===== src/hdl/ifhg_pkg.sv =====
// Shared types and constants for the IPv4 fragment header generator.
`default_nettype none

package ifhg_pkg;

  // Fixed header length of every fragment and the smallest MTU that can fragment
  localparam logic [15:0] HdrBytes   = 16'd20;
  localparam logic [15:0] MinMtu     = 16'd28;
  localparam logic [6:0]  MaxFragCap = 7'd64;
  localparam logic [15:0] PayMask    = 16'hFFF8;

  // Bit positions in the flags/offset word
  localparam int unsigned FlagDfBit = 14;
  localparam int unsigned FlagMfBit = 13;

  // Result status codes
  localparam logic [1:0] StatusOk      = 2'd0;
  localparam logic [1:0] StatusInvalid = 2'd1;
  localparam logic [1:0] StatusTooMany = 2'd2;

  // Configuration register indexes
  localparam logic RegMtu     = 1'b0;
  localparam logic RegMaxFrag = 1'b1;

  typedef logic [9:0][15:0] hdr_words_t;

  typedef enum logic [1:0] {
    KIND_ERROR,
    KIND_PASS,
    KIND_FRAG
  } cmd_kind_e;

  // Work handed from the front end to the back end
  typedef struct packed {
    cmd_kind_e   kind;
    logic [1:0]  status;
    logic [15:0] total;
    logic [15:0] flags;
    logic [15:0] csum;
    logic [5:0]  ihl;
    logic [15:0] plen;
    logic [15:0] max_pay;
    logic [18:0] base_sum;
  } cmd_t;

  // One result transaction
  typedef struct packed {
    logic [15:0] frag_len;
    logic [15:0] flags_offset;
    logic [15:0] checksum;
    logic [15:0] payload_start;
    logic [15:0] payload_bytes;
    logic [1:0]  status;
    logic        last;
  } result_t;

endpackage

`default_nettype wire


===== src/hdl/ipv4_fragment_header_gen.sv =====
// IPv4 fragment header generator: configuration registers and block top level.
//
// Usage: one input transaction carries the ten 16-bit header words and the
// captured length; it is taken when push is high and full is low. Results come
// out of a queue: while empty is low the oldest result sits on the frag_*,
// payload_*, status_o and last_fragment_o ports and is taken with pop.
// Each packet, save the case below, yields one or more results, the final one
// flagged by last_fragment_o; errors give a single status result. A fragmenting
// packet with an empty payload gives none.
// A header passes the front end's capture register, the command queue, the
// back end's command register and the result queue. The back end loads a
// command, then emits one result per cycle while the result queue is not
// full; a command queue lets the validating front end take the next header.
// If the receiver stops popping, the result queue fills, the back end holds,
// then the command queue and finally full rises; nothing is dropped.
// Reset clears all queues and sets mtu to 1500 and max_fragments to 64.
// Registers (APB, 32-bit): 0x0 mtu, 0x4 max_fragments. Write only while idle.
`default_nettype none

module ipv4_fragment_header_gen #(
  parameter int unsigned CMD_DEPTH = 2,
  parameter int unsigned RES_DEPTH = 2
) (
  input  wire logic        clk_i,
  input  wire logic        rst_ni,
  // header channel
  input  wire logic        push,
  output logic             full,
  input  wire logic [15:0] header_word_0_i,
  input  wire logic [15:0] header_word_1_i,
  input  wire logic [15:0] header_word_2_i,
  input  wire logic [15:0] header_word_3_i,
  input  wire logic [15:0] header_word_4_i,
  input  wire logic [15:0] header_word_5_i,
  input  wire logic [15:0] header_word_6_i,
  input  wire logic [15:0] header_word_7_i,
  input  wire logic [15:0] header_word_8_i,
  input  wire logic [15:0] header_word_9_i,
  input  wire logic [15:0] captured_length_i,
  // result channel
  output logic             empty,
  input  wire logic        pop,
  output logic [15:0]      frag_total_len_o,
  output logic [15:0]      frag_flags_offset_o,
  output logic [15:0]      frag_checksum_o,
  output logic [15:0]      payload_start_o,
  output logic [15:0]      payload_bytes_o,
  output logic [1:0]       status_o,
  output logic             last_fragment_o,
  // configuration port
  input  wire logic        psel,
  input  wire logic        penable,
  input  wire logic        pwrite,
  input  wire logic [2:0]  paddr,
  input  wire logic [31:0] pwdata,
  output logic [31:0]      prdata,
  output logic             pready
);

  logic [15:0]          mtu_q;
  logic [6:0]           max_frag_q;
  logic                 cfg_wr;
  logic                 reg_idx;

  ifhg_pkg::hdr_words_t hdr;
  ifhg_pkg::cmd_t       fe_cmd, be_cmd;
  ifhg_pkg::result_t    be_res, out_res;
  logic                 fe_cmd_push, cmd_full, cmd_empty, cmd_pop;
  logic                 res_push, res_full;

  // Register access
  assign pready  = 1'b1;
  assign reg_idx = paddr[2];
  assign cfg_wr  = psel && penable && pwrite;

  always_comb begin
    case (reg_idx)
      ifhg_pkg::RegMtu:     prdata = {16'd0, mtu_q};
      ifhg_pkg::RegMaxFrag: prdata = {25'd0, max_frag_q};
      default:              prdata = '0;
    endcase
  end

  always_ff @(posedge clk_i or negedge rst_ni) begin
    if (!rst_ni) begin
      mtu_q      <= 16'd1500;
      max_frag_q <= 7'd64;
    end else if (cfg_wr) begin
      case (reg_idx)
        ifhg_pkg::RegMtu:     mtu_q      <= pwdata[15:0];
        ifhg_pkg::RegMaxFrag: max_frag_q <= pwdata[6:0];
        default: ;
      endcase
    end
  end

  assign hdr = {header_word_9_i, header_word_8_i, header_word_7_i, header_word_6_i,
                header_word_5_i, header_word_4_i, header_word_3_i, header_word_2_i,
                header_word_1_i, header_word_0_i};

  // Validation and classification
  ifhg_front u_front (
    .clk_i      (clk_i),
    .rst_ni     (rst_ni),
    .push_i     (push),
    .full_o     (full),
    .hdr_i      (hdr),
    .cap_i      (captured_length_i),
    .mtu_i      (mtu_q),
    .max_frag_i (max_frag_q),
    .cmd_push_o (fe_cmd_push),
    .cmd_o      (fe_cmd),
    .cmd_full_i (cmd_full)
  );

  // Command queue between the two ends
  ifhg_fifo #(
    .DEPTH (CMD_DEPTH),
    .T     (ifhg_pkg::cmd_t)
  ) u_cmd_fifo (
    .clk_i   (clk_i),
    .rst_ni  (rst_ni),
    .push_i  (fe_cmd_push),
    .data_i  (fe_cmd),
    .full_o  (cmd_full),
    .pop_i   (cmd_pop),
    .data_o  (be_cmd),
    .empty_o (cmd_empty)
  );

  // Fragment sequencer
  ifhg_back u_back (
    .clk_i       (clk_i),
    .rst_ni      (rst_ni),
    .cmd_empty_i (cmd_empty),
    .cmd_i       (be_cmd),
    .cmd_pop_o   (cmd_pop),
    .res_full_i  (res_full),
    .res_push_o  (res_push),
    .res_o       (be_res)
  );

  // Result queue
  ifhg_fifo #(
    .DEPTH (RES_DEPTH),
    .T     (ifhg_pkg::result_t)
  ) u_res_fifo (
    .clk_i   (clk_i),
    .rst_ni  (rst_ni),
    .push_i  (res_push),
    .data_i  (be_res),
    .full_o  (res_full),
    .pop_i   (pop),
    .data_o  (out_res),
    .empty_o (empty)
  );

  assign frag_total_len_o    = out_res.frag_len;
  assign frag_flags_offset_o = out_res.flags_offset;
  assign frag_checksum_o     = out_res.checksum;
  assign payload_start_o     = out_res.payload_start;
  assign payload_bytes_o     = out_res.payload_bytes;
  assign status_o            = out_res.status;
  assign last_fragment_o     = out_res.last;

endmodule

`default_nettype wire


===== src/hdl/ifhg_fifo.sv =====
// Small register-based FIFO used for the command and result queues.
`default_nettype none

module ifhg_fifo #(
  parameter int unsigned DEPTH = 2,
  parameter type         T     = logic
) (
  input  wire logic clk_i,
  input  wire logic rst_ni,
  input  wire logic push_i,
  input  wire T     data_i,
  output logic      full_o,
  input  wire logic pop_i,
  output T          data_o,
  output logic      empty_o
);

  localparam int unsigned PtrW = (DEPTH > 1) ? $clog2(DEPTH) : 1;
  localparam int unsigned CntW = $clog2(DEPTH + 1);

  T                mem_q [DEPTH];
  logic [PtrW-1:0] wr_ptr_q, wr_ptr_d;
  logic [PtrW-1:0] rd_ptr_q, rd_ptr_d;
  logic [CntW-1:0] count_q, count_d;
  logic            do_push, do_pop;

  assign full_o  = (count_q == CntW'(DEPTH));
  assign empty_o = (count_q == '0);
  assign do_push = push_i && !full_o;
  assign do_pop  = pop_i && !empty_o;
  assign data_o  = mem_q[rd_ptr_q];

  // Pointer and occupancy update
  always_comb begin
    wr_ptr_d = wr_ptr_q;
    rd_ptr_d = rd_ptr_q;
    count_d  = count_q;
    if (do_push) begin
      wr_ptr_d = (wr_ptr_q == PtrW'(DEPTH - 1)) ? '0 : wr_ptr_q + 1'b1;
    end
    if (do_pop) begin
      rd_ptr_d = (rd_ptr_q == PtrW'(DEPTH - 1)) ? '0 : rd_ptr_q + 1'b1;
    end
    if (do_push && !do_pop) begin
      count_d = count_q + 1'b1;
    end else if (do_pop && !do_push) begin
      count_d = count_q - 1'b1;
    end
  end

  always_ff @(posedge clk_i or negedge rst_ni) begin
    if (!rst_ni) begin
      wr_ptr_q <= '0;
      rd_ptr_q <= '0;
      count_q  <= '0;
    end else begin
      wr_ptr_q <= wr_ptr_d;
      rd_ptr_q <= rd_ptr_d;
      count_q  <= count_d;
    end
  end

  // Storage, no reset needed
  always_ff @(posedge clk_i) begin
    if (do_push) begin
      mem_q[wr_ptr_q] <= data_i;
    end
  end

endmodule

`default_nettype wire


===== src/hdl/ifhg_front.sv =====
// Front end: captures a header transaction, validates it and builds a command.
`default_nettype none

module ifhg_front (
  input  wire logic                clk_i,
  input  wire logic                rst_ni,
  input  wire logic                push_i,
  output logic                     full_o,
  input  wire ifhg_pkg::hdr_words_t hdr_i,
  input  wire logic [15:0]         cap_i,
  input  wire logic [15:0]         mtu_i,
  input  wire logic [6:0]          max_frag_i,
  output logic                     cmd_push_o,
  output ifhg_pkg::cmd_t           cmd_o,
  input  wire logic                cmd_full_i
);

  ifhg_pkg::hdr_words_t hdr_q;
  logic [15:0]          cap_q;
  logic                 valid_q, valid_d;

  logic                 accept, advance, drop;
  logic [5:0]           ihl;
  logic [15:0]          total, plen, max_pay;
  logic [6:0]           limit;
  logic [22:0]          frag_room;
  ifhg_pkg::cmd_t       cmd;

  // Derived header quantities
  assign ihl       = {hdr_q[0][11:8], 2'b00};
  assign total     = hdr_q[1];
  assign plen      = total - {10'd0, ihl};
  assign max_pay   = (mtu_i - ifhg_pkg::HdrBytes) & ifhg_pkg::PayMask;
  assign limit     = (max_frag_i > ifhg_pkg::MaxFragCap) ? ifhg_pkg::MaxFragCap : max_frag_i;
  assign frag_room = 23'(limit) * 23'(max_pay);

  // Classification in priority order
  always_comb begin
    cmd          = '0;
    cmd.total    = total;
    cmd.flags    = hdr_q[3];
    cmd.csum     = hdr_q[5];
    cmd.ihl      = ihl;
    cmd.plen     = plen;
    cmd.max_pay  = max_pay;
    cmd.base_sum = 19'(hdr_q[0]) + 19'(hdr_q[2]) + 19'(hdr_q[4]) + 19'(hdr_q[6])
                 + 19'(hdr_q[7]) + 19'(hdr_q[8]) + 19'(hdr_q[9]);
    cmd.kind     = ifhg_pkg::KIND_ERROR;
    cmd.status   = ifhg_pkg::StatusInvalid;
    drop         = 1'b0;
    if (cap_q < ifhg_pkg::HdrBytes || max_frag_i == '0) begin
      cmd.kind = ifhg_pkg::KIND_ERROR;
    end else if ({10'd0, ihl} < ifhg_pkg::HdrBytes) begin
      cmd.kind = ifhg_pkg::KIND_ERROR;
    end else if (total > cap_q || total < {10'd0, ihl}) begin
      cmd.kind = ifhg_pkg::KIND_ERROR;
    end else if (total <= mtu_i) begin
      cmd.kind   = ifhg_pkg::KIND_PASS;
      cmd.status = ifhg_pkg::StatusOk;
    end else if (hdr_q[3][ifhg_pkg::FlagDfBit]) begin
      cmd.kind = ifhg_pkg::KIND_ERROR;
    end else if (mtu_i < ifhg_pkg::MinMtu) begin
      cmd.kind = ifhg_pkg::KIND_ERROR;
    end else if (23'(plen) > frag_room) begin
      cmd.kind   = ifhg_pkg::KIND_ERROR;
      cmd.status = ifhg_pkg::StatusTooMany;
    end else begin
      cmd.kind   = ifhg_pkg::KIND_FRAG;
      cmd.status = ifhg_pkg::StatusOk;
      // nothing to send for an empty payload
      drop       = (plen == '0);
    end
  end

  // Handshake between capture stage and command queue
  assign advance    = valid_q && (drop || !cmd_full_i);
  assign cmd_push_o = valid_q && !drop;
  assign cmd_o      = cmd;
  assign full_o     = valid_q && !advance;
  assign accept     = push_i && !full_o;

  always_comb begin
    valid_d = valid_q;
    if (accept) begin
      valid_d = 1'b1;
    end else if (advance) begin
      valid_d = 1'b0;
    end
  end

  always_ff @(posedge clk_i or negedge rst_ni) begin
    if (!rst_ni) begin
      valid_q <= 1'b0;
    end else begin
      valid_q <= valid_d;
    end
  end

  // Captured header, no reset needed
  always_ff @(posedge clk_i) begin
    if (accept) begin
      hdr_q <= hdr_i;
      cap_q <= cap_i;
    end
  end

endmodule

`default_nettype wire


===== src/hdl/ifhg_back.sv =====
// Back end: turns commands into results, one fragment per cycle while res_full_i is low.
`default_nettype none

module ifhg_back (
  input  wire logic           clk_i,
  input  wire logic           rst_ni,
  input  wire logic           cmd_empty_i,
  input  wire ifhg_pkg::cmd_t cmd_i,
  output logic                cmd_pop_o,
  input  wire logic           res_full_i,
  output logic                res_push_o,
  output ifhg_pkg::result_t   res_o
);

  typedef enum logic {
    ST_IDLE,
    ST_EMIT
  } state_e;

  state_e         state_q;
  ifhg_pkg::cmd_t cmd_q;
  logic [15:0]    off_q;

  logic [15:0]    remain, chunk, tl, fo;
  logic [12:0]    fo_off;
  logic           last, mf;
  logic [19:0]    sum;
  logic [16:0]    fold1;
  logic [15:0]    fold2;

  // Current fragment
  assign remain = cmd_q.plen - off_q;
  assign last   = (remain <= cmd_q.max_pay);
  assign chunk  = last ? remain : cmd_q.max_pay;
  assign tl     = ifhg_pkg::HdrBytes + chunk;
  assign fo_off = cmd_q.flags[12:0] + off_q[15:3];
  assign mf     = !last || cmd_q.flags[ifhg_pkg::FlagMfBit];
  assign fo     = {2'b00, mf, fo_off};

  // Ones' complement header checksum, checksum word taken as zero
  assign sum   = 20'(cmd_q.base_sum) + 20'(tl) + 20'(fo);
  assign fold1 = 17'(sum[15:0]) + 17'(sum[19:16]);
  assign fold2 = fold1[15:0] + 16'(fold1[16]);

  always_comb begin
    res_o = '0;
    case (cmd_q.kind)
      ifhg_pkg::KIND_PASS: begin
        res_o.frag_len      = cmd_q.total;
        res_o.flags_offset  = cmd_q.flags;
        res_o.checksum      = cmd_q.csum;
        res_o.payload_start = 16'(cmd_q.ihl);
        res_o.payload_bytes = cmd_q.plen;
        res_o.status        = ifhg_pkg::StatusOk;
        res_o.last          = 1'b1;
      end
      ifhg_pkg::KIND_FRAG: begin
        res_o.frag_len      = tl;
        res_o.flags_offset  = fo;
        res_o.checksum      = ~fold2;
        res_o.payload_start = 16'(cmd_q.ihl) + off_q;
        res_o.payload_bytes = chunk;
        res_o.status        = ifhg_pkg::StatusOk;
        res_o.last          = last;
      end
      default: begin
        res_o.status = cmd_q.status;
        res_o.last   = 1'b1;
      end
    endcase
  end

  assign cmd_pop_o  = (state_q == ST_IDLE) && !cmd_empty_i;
  assign res_push_o = (state_q == ST_EMIT) && !res_full_i;

  // Sequencer: load a command, then emit its results
  always_ff @(posedge clk_i or negedge rst_ni) begin
    if (!rst_ni) begin
      state_q <= ST_IDLE;
      cmd_q   <= '0;
      off_q   <= '0;
    end else begin
      case (state_q)
        ST_IDLE: begin
          if (!cmd_empty_i) begin
            cmd_q   <= cmd_i;
            off_q   <= '0;
            state_q <= ST_EMIT;
          end
        end
        ST_EMIT: begin
          if (!res_full_i) begin
            if (cmd_q.kind != ifhg_pkg::KIND_FRAG || last) begin
              state_q <= ST_IDLE;
            end else begin
              off_q <= off_q + chunk;
            end
          end
        end
        default: begin
          state_q <= ST_IDLE;
        end
      endcase
    end
  end

  // Checks
  a_pop_loads: assert property (@(posedge clk_i) disable iff (!rst_ni)
    cmd_pop_o |=> (state_q == ST_EMIT) && (off_q == '0))
    else $error("command pop did not start emission");

  a_run_ends: assert property (@(posedge clk_i) disable iff (!rst_ni)
    res_push_o && (cmd_q.kind != ifhg_pkg::KIND_FRAG || last) |=> state_q == ST_IDLE)
    else $error("sequencer did not return to idle after final result");

  a_off_in_range: assert property (@(posedge clk_i) disable iff (!rst_ni)
    (state_q == ST_EMIT) && (cmd_q.kind == ifhg_pkg::KIND_FRAG) |-> off_q < cmd_q.plen)
    else $error("fragment offset ran past payload");

  a_off_step: assert property (@(posedge clk_i) disable iff (!rst_ni)
    res_push_o && (cmd_q.kind == ifhg_pkg::KIND_FRAG) && !last
    |=> off_q == $past(off_q) + $past(cmd_q.max_pay))
    else $error("non-final fragment not a full payload");

endmodule

`default_nettype wire

===== config.mk =====
export PLATFORM = sky130hd
export DESIGN_NAME = ipv4_fragment_header_gen
export DESIGN_NICKNAME = d
export VERILOG_FILES = /design/src/hdl/ifhg_pkg.sv /design/src/hdl/ipv4_fragment_header_gen.sv /design/src/hdl/ifhg_fifo.sv /design/src/hdl/ifhg_front.sv /design/src/hdl/ifhg_back.sv
export SDC_FILE = /design/constraint.sdc
export NUM_CORES = 1
export LEC_CHECK = 0
export BUFFER_PORTS_ARGS = -buffer_cell sky130_fd_sc_hd__buf_2
export CAP_MARGIN = 10
export CORE_ASPECT_RATIO = 0.9
export CORE_UTILIZATION = 34
export CTS_CLUSTER_DIAMETER = 80
export DETAILED_ROUTE_END_ITERATION = 8
export PLACE_DENSITY = 0.57
export SLEW_MARGIN = 20
export SYNTH_ARGS = -nofsm -noshare
export SYNTH_HDL_FRONTEND = slang
export SYNTH_SLANG_ARGS = --single-unit

===== constraint.sdc =====
create_clock -name clk_i -period 15.4 [get_ports clk_i]
set_input_delay 2.31 -clock clk_i [delete_from_list [all_inputs] [get_ports clk_i]]
set_output_delay 2.31 -clock clk_i [all_outputs]
set_load 0.02 [all_outputs]

==> results.md <==
- Outcome: completed
- Largest cells by area after synthesis: edfxtp_1, dfrtp_1, fa_1, ha_1, mux2_2
- Diode count: 0
- Most used cell, CP: ha_1
- 1st-pass router iterations: 5
- Fmax: approximately 83 MHz
- Via count: ~23000
- Worst Path Buf+Inv: 2
- Routed wire length: approximately 90000 um
- Largest net degree at the start of global routing: ~110
- Synth area leader: edfxtp_1
- Die ar.: around 110000 um2
- Final HPWL DP: around 68000 um
- Chip width: 350.1 um
- Final Cycle Share: slightly below 80%
- Total number of yosys warnings: 0
- Clk buf depth: 3
- Cts repair resizes: 0
- Unrepaired setup endpoints after global routing: no
- Crit Path Max Fanout: 25
- Initial antenna violation count: 3
- HP Class: reg -> reg
- Clock Pin Slew Worst Setup and Hold Paths: 0.06 ns
- Vias in the first global route: approximately 23000
- Most frequent cells in the layout: edfxtp_1, buf_2, nand2_1
- DRT antenna net count: 0
- Initial DRC Count: ~1400
- Hold_buf cts: 0
- CP max stage cell: a2111oi_0
- Worst slew pin tran: 1.102 ns
- Sequential area share after synthesis: between 50% and 60%
- CP delay by family, top: simple AND/OR/NAND/NOR gates
- Area of the core region: 107700 um2
- H-tree Lvls: 3
- EDFF count, synth: roughly 540
- P&R area growth vs syn: 15.41%
- Placer Congestion: ~0.92
- Placed insts: around 4600
- Rel. slew slack: 26.00%
- Setup crit start: u_back.off_q[3]
- Synth top area share: roughly 44%
- Proportion of layout cells with a drive suffix above 1: between 10% and 20%
- Total global-route track usage: about 17%
- Crit path depth: between 40 and 50
- Layout Cells excl Fill: ~4800
- Port Buffers: 300
- Worst Path Required: ~16 ns
- CTS root buffer: clkbuf_16
- I/O Pins: about 340
- Setup TNS: 0 ns
- CTS tree: done
- Grt ovf: 0
- Commonest non-fill, non-tap cell in the layout: edfxtp_1
- WHS Path Cells: 0
- Crit path kind: reg -> reg
- Hold path startpoint: u_front.cmd_o[65]
- Clk_skew: 0.03827 ns
- CTS Buf Count: 80
- Final min period: around 12 ns
- Slew Limit Fails: 0
- Reg2Reg Setup Slack: between 3 and 4 ns
- Vias per Instance: ~4.8
- CP max stage delay: slightly below 0.6 ns
- First-pass GRT wire length: 137100 um
- Drt wl/cell: 19.16 um
- FF-to-FF Start: u_back.off_q[3]
- Ys flop type: edfxtp_1
- Post-Synthesis Cell Area: 37080 um2
- Worst-Skew Late Latency: approximately 0.64 ns
- # rows: between 100 and 150
- Layout net count: 3833
- Initial Util: 34.43%
- Post-CTS setup buffers: 0
- Startpoint Class: register
- Fin. Hold Viols: 0
- FF-to-FF path depth: just under 50
- Async SR Flop Fraction: between 20% and 30%
- Synth cell types: between 80 and 90
- Mean Syn Cell Area: between 10 and 15 um2
- Post-route DRC violation count: 0
- Die height: between 300 and 400 um
- Setup crit end kind: register
- Yosys reg bits: between 600 and 700
- Gate Count Post-Synth: around 3000
- Clock sinks: 693
- CP arrival: roughly 12 ns
- Final setup violation count: 0
- Max Cap Viol: 0
-- per-stage QoR --
step	util, %	worst slack (ns)	area [um2]	hold slack [ns]
finish	39.74	3.374	42790	0.4423
global route	39.74	2.617	42790	0.4479
CTS	39.74	3.535	42790	0.4447
detailed placement	37.36	3.566	40230	0.4308
global placement	37.36	3.657	40230	0.4224
floorplan	-	0.2306	37140	0.4215
-- synth_stat cells (all sizes together) (11+ instances only) --
cell type and instances:
nand4 22, nand2 279, a21o 42, nor3 39
nor2 115, fa 140, mux2 111, buf 29
inv 253, mux2i 112, xnor2 103, a21oi 89
dfrtp 143, nand2b 13, ha 210, a22o 34
o21bai 16, and2 33, edfxtp 542, o21ai 203
o21a 23, nor2b 32, nand3 47, and3 15
clkbuf 76, xor2 53, a211o 11, nor4 19
-- path summary, 6_finish.rpt --
path / endpoint
hold / removal: u_cmd_fifo.mem_q[1][60]
setup reg to reg: u_res_fifo.mem_q[0][46]
hold reg to reg: u_cmd_fifo.mem_q[1][60]
setup / recovery: u_res_fifo.mem_q[0][46]
min in group asynchronous: mtu_q[1]
max in group asynchronous: u_cmd_fifo.rd_ptr_q
-- state kept, by name, indices dropped and copies added, names as in the netlist --
signal,count
max_frag_q,7
mtu_q,16
u_back.cmd_q,102
u_back.off_q,16
u_back.state_q,1
u_cmd_fifo.count_q,2
u_cmd_fifo.mem_q,204
u_cmd_fifo.rd_ptr_q,1
u_cmd_fifo.wr_ptr_q,1
u_front.cap_q,16
u_front.cmd_o,36
u_front.hdr_q,108
u_front.total,16
u_front.valid_q,1
u_res_fifo.count_q,2
u_res_fifo.mem_q,162
u_res_fifo.rd_ptr_q,1
u_res_fifo.wr_ptr_q,1
-- kinds of logic (layout without fill, tap and decap cells) --
family | Yosys count | count (layout) | synth area share (%)
flops | 693 | 693 | 54.11
simple gates | 668 | 668 | 8.669
compound gates | 498 | 498 | 8.604
buf+inv | 358 | 724 | 3.853
fa+ha+maj | 350 | 350 | 14.64
mux | 223 | 223 | 6.394
xor+xnor | 156 | 156 | 3.705
other cells | 2 | 17 | 0.02025
-- final cells by class --
| type | count | area (um2) |
|---|---|---|
| Fill cell | 10284 | 64900 |
| Sequential cell | 693 | 20070 |
| Multi-Input combinational cell | 1912 | 15700 |
| Clock buffer | 111 | 2201 |
| Tap cell | 1450 | 1814 |
| Timing Repair Buffer | 325 | 1695 |
| Inverter | 253 | 949.7 |
| Clock inverter | 35 | 357.8 |
-- worst reg2reg max path: cells and delay by family (launching register included) --
family / cells / cell delay [ns]
adders and majority gates: 8 / 2.48
xor gates and xnor gates: 3 / 0.49
DFF: 1 / 0.55
AOI/OAI and AO/OA: 16 / 3.54
buffers and inverters: 2 / 0.41
and+or+nand+nor: 20 / 4.26
-- per-layer routing --
| layer | global-route usage, % | up-vias | part of all wire (%) |
|---|---|---|---|
| met5 | 0 | - | 0 |
| met4 | 4.266 | 0 | 2.1 |
| met3 | 2.472 | 97 | 4.4 |
| met2 | 26.53 | 517 | 46 |
| met1 | 23.32 | 11375 | 47 |
| li1 | - | 11150 | - |
Power is not shown: default switching activity piles up to over one toggle a cycle in this logic, so the estimate is an artifact.
